## config.mk

```make
export PLATFORM = sky130hd
export DESIGN_NAME = epfm_div
export DESIGN_NICKNAME = d
export VERILOG_FILES = /design/src/epfm_pkg.sv /design/src/epfm_div.sv
export SDC_FILE = /design/constraint.sdc
export NUM_CORES = 1
export LEC_CHECK = 0
export ABC_AREA = 1
export BUFFER_PORTS_ARGS = -buffer_cell sky130_fd_sc_hd__buf_2
export CORE_MARGIN = 2
export CORE_UTILIZATION = 37
export DETAILED_ROUTE_END_ITERATION = 16
export GPL_TIMING_DRIVEN = 0
export PLACE_DENSITY = 0.66
export REMOVE_ABC_BUFFERS = 1
export SKIP_LAST_GASP = 1
export SLEW_MARGIN = 10
export SYNTH_ARGS = -nofsm -noshare
export SYNTH_HDL_FRONTEND = slang
export SYNTH_SLANG_ARGS = --single-unit
```

## constraint.sdc

```tcl
create_clock -name clk -period 3.98 [get_ports clk]
set_clock_uncertainty 0.1 [all_clocks]
set_input_delay 0.796 -clock clk [delete_from_list [all_inputs] [get_ports clk]]
set_output_delay 0.796 -clock clk [all_outputs]
set_load 0.03 [all_outputs]
```

## src/epfm_pkg.sv

```systemverilog
package epfm_pkg;

    typedef struct packed {
        logic        has_stamp;
        logic [31:0] edge_stamp;
        logic        last_item;
    } in_item_t;

    typedef struct packed {
        logic [1:0]  status;
        logic [7:0]  stamps_kept;
        logic [6:0]  period_count;
        logic [6:0]  good_count;
        logic [31:0] mean_period;
        logic [31:0] period_spread;
        logic [31:0] timer_rate_echo;
        logic [41:0] freq_millihertz;
    } out_item_t;

    localparam logic [1:0] ST_OK        = 2'd0;
    localparam logic [1:0] ST_FEW_EDGES = 2'd1;
    localparam logic [1:0] ST_FEW_ACC   = 2'd2;

    localparam logic [0:0] REG_EDGE_LIMIT = 1'b0;
    localparam logic [0:0] REG_TIMER_HZ   = 1'b1;

    localparam int MIN_EDGES = 4;

    typedef enum logic [3:0] {
        S_IDLE,
        S_SORT_RD,
        S_SORT_KEY,
        S_SORT_CMP,
        S_SORT_PUT,
        S_MED,
        S_FILT_RD,
        S_FILT_ACC,
        S_DIV_AVG,
        S_MUL,
        S_DIV_FREQ,
        S_DONE
    } fsm_t;

    typedef struct packed {
        logic        start;
        logic [63:0] dividend;
        logic [63:0] divisor;
    } div_req_t;

endpackage

```

## src/epfm_div.sv

```systemverilog
module epfm_div (
    input  logic               clk,
    input  logic               rst_n,
    input  epfm_pkg::div_req_t req,
    output logic               done,
    output logic [63:0]        quotient
);
    import epfm_pkg::*;

    logic [63:0] rem_reg, rem_next;
    logic [63:0] quo_reg, quo_next;
    logic [63:0] den_reg;
    logic [6:0]  cnt_reg, cnt_next;
    logic        busy_reg, busy_next;
    logic [64:0] trial;

    always_comb
    begin
        rem_next  = rem_reg;
        quo_next  = quo_reg;
        cnt_next  = cnt_reg;
        busy_next = busy_reg;
        trial     = {rem_reg, quo_reg[63]} - {1'b0, den_reg};
        if (req.start)
        begin
            rem_next  = '0;
            quo_next  = req.dividend;
            cnt_next  = 7'd64;
            busy_next = 1'b1;
        end
        else if (busy_reg)
        begin
            if (!trial[64])
            begin
                rem_next = trial[63:0];
                quo_next = {quo_reg[62:0], 1'b1};
            end
            else
            begin
                rem_next = {rem_reg[62:0], quo_reg[63]};
                quo_next = {quo_reg[62:0], 1'b0};
            end
            cnt_next = cnt_reg - 7'd1;
            if (cnt_reg == 7'd1)
                busy_next = 1'b0;
        end
    end

    always_ff @(posedge clk or negedge rst_n)
    begin
        if (!rst_n)
        begin
            busy_reg <= 1'b0;
            cnt_reg  <= '0;
        end
        else
        begin
            busy_reg <= busy_next;
            cnt_reg  <= cnt_next;
        end
    end

    always_ff @(posedge clk)
    begin
        rem_reg <= rem_next;
        quo_reg <= quo_next;
        if (req.start)
            den_reg <= req.divisor;
    end

    assign done     = busy_reg && (cnt_reg == 7'd1);
    assign quotient = quo_next;
endmodule

```

==> metrics <==
status=completed; H-tree levels=4; register area share after synthesis=35.0%; most common cell after layout, fill and taps aside=nand2_1; Leak=8.71 nW; CP Cell Sequence=buf_6 -> nor2_4 -> inv_2 -> o221ai_1 -> buf_2; Mapped Cells=2096; Buffers on Ports=between 150 and 200; critical path class=input pin to primary output; Levels on crit path=5; nets@finish=approximately 2500; layout cells sized above 1=between 10% and 20%; Die ar.=around 38000 µm²; GPL Wtd Cong=about 1; Row Count=69; Clock Latency Late Sink=470 ps; GR Util All Layers=approximately 22%; VDD IR max=between 0.3 and 0.4 mV; crit path time final=approximately 3800 ps; max frequency=263 MHz; Die X-Extent=between 150 and 200 µm; Setup violations, final=0; antenna violations before repair=2; Clock Tree Buf Depth=2; synthesis-stage register bit count=200; Layout area overhead=17.0%; placed cells=2711; syn_area_per_cell=roughly 6.4 µm²; Die Ht=roughly 190 µm; Worst slew margin=a little under a third; mapped cell area=roughly 13000 µm²; via count=approximately 13000; n_diodes=0; Final period util=95.4%; Post-synth EDFFs=64; grt ovf=0; # DRC=0; worst-margin pin slew=approximately 1000 ps; clock slew seen by the registers of the worst setup and hold paths=about 80 ps; Cell Count, Final, Fillers Out=around 2800; Required @ worst endpoint=3080 ps; WP buf/inv=3; Num CTS Buffers=17; CTS tree=yes; drt first pass iters=5; critical path endpoint category=primary output; Worst EP arrival=around 2900 ps; slowest stage delay, CP=between 700 and 800 ps; Max Cap Viol=0; Tot Pwr=0.00493 W; Async S/R FF share, synth=about 4.0%; Yosys cell types=32; DPL Wire Length=roughly 32000 µm; WL/cell=around 15 µm; DRT iter0 DRCs=839; final WL=roughly 42000 µm; largest net degree at the start of global routing=slightly below 90; utilization after layout=44.0%; worst reg2reg path depth=13; RSZ-0062 raised after global routing=no; startpoint class of the critical path=input pin; Warnings, synthesis=0; pwr/cell area=~320 nW/µm²; crit-path max FO=63; Pins Over Slew Limit=0; most frequent cells in the layout=nand2_1, inv_1, buf_2; slowest CP cell=inv_2; top cell family by delay on the critical path=buffers and inverters; Antenna Violating Nets Remaining=0; core region area=about 36000 µm²; initial cell density of the core=37.6%; clock sinks=200; # IOs=196; number of global-route vias before repair=12900; Post-CTS Hold Buffers=0; min-delay worst type=input pin to asynchronous set/reset pin; post-DR vias/cell=roughly 4.8; Top FF cell, synth=dfxtp_1; final hold viol count=0; CTS root buf=clkbuf_16; first-pass GRT wire length=66600 µm
cell families after synthesis:
group | synth area share [%]
AND/OR/NAND/NOR | 34.6
buffers and inverters | 13.9
adder cells (fa/ha/maj) | 6.32
flip-flops | 35.0
XOR/XNOR | 2.03
AO/OA/AOI/OAI | 8.03
worst register-to-register path: stages (launching register included):
cell and delay (ps):
edfxtp_1 330, inv_1 40, ha_1 380, nand2_1 160
nor2_2 200, nand2_1 160, nor4_2 390, nand2_4 120
nand2_2 140, nand2_1 80, nand2_2 740, nand2_1 270
nand3_1 150, nand2_1 50
through the flow:
stage	setup TNS [ps]	instance area (µm²)	worst slack, ps	hold WS (ps)
3_3_place_gp	-967390	14700	-6850	361
4_1_cts	-31.7	15600	-31.7	40.5
5_1_grt	0	15600	32.0	49.5
3_5_place_dp	-919	14800	-467	362
2_1_floorplan	-223410	13100	-2060	349
6_report	0	15600	184	57.7
final cells by class:
type | count | area [µm²]
well taps | 461 | 577
repair buffers | 209 | 1180
clock inverters | 14 | 158
inverters | 436 | 1640
multi-input cells | 1418 | 6990
clock buffers | 18 | 429
fillers | 3837 | 19900
flip-flops and latches | 200 | 4680
metal layers:
metal / GRT usage (%) / share of wire [%]
met1: 29.6 / 46
met2: 36.6 / 45
met3: 4.31 / 6.5
met4: 7.52 / 2.4
met5: 0 / 0.079
synthesized netlist by cell type, drive strengths merged, types with 8 or more instances:
master,n,share of area [%]
nand2,871,25
dfxtp,128,19
clkbuf,30,0.84
ha,66,6.2
o21ai,16,0.60
nor2,121,3.5
o221ai,62,4.1
inv,436,12
nand3,127,4.8
o21bai,12,0.67
a21oi,68,2.5
nand3b,14,0.79
dfrtp,8,1.5
buf,16,0.87
nor3,14,0.52
edfxtp,64,14
xnor2,30,2.0
what timing repair did:
action,in CTS,in global routing
resized for setup,12,14
setup endpoints to repair,7,1
pin swaps,5,2
endpoints found under the hold margin,0,0
setup buffers,5,4
cloned,4,0
report_power, final:
group	total (W)	internal, W	leakage [nW]	switching, W
registers	0.00229	0.00225	1.78	0.0000447
logic	0.000860	0.000273	6.64	0.000587
clock network	0.00178	0.000895	0.292	0.000887
final timing paths:
path / startpoint / slack (ps) / to
worst max-delay path: req[128] / 180 / quotient[33]
worst min-delay path: rst_n / 60 / cnt_reg[3]$_DFFE_PN0P_
worst max register to register: den_reg[48]$_DFFE_PP_ / 570 / rem_reg[33]$_SDFFE_PP0P_
worst min register to register: rem_reg[20]$_SDFFE_PP0P_ / 370 / rem_reg[20]$_SDFFE_PP0P_
max in group asynchronous: rst_n / 3550 / busy_reg$_DFF_PN0_
min in group clk: rem_reg[20]$_SDFFE_PP0P_ / 370 / rem_reg[20]$_SDFFE_PP0P_
(Power assumes the default switching activity.)
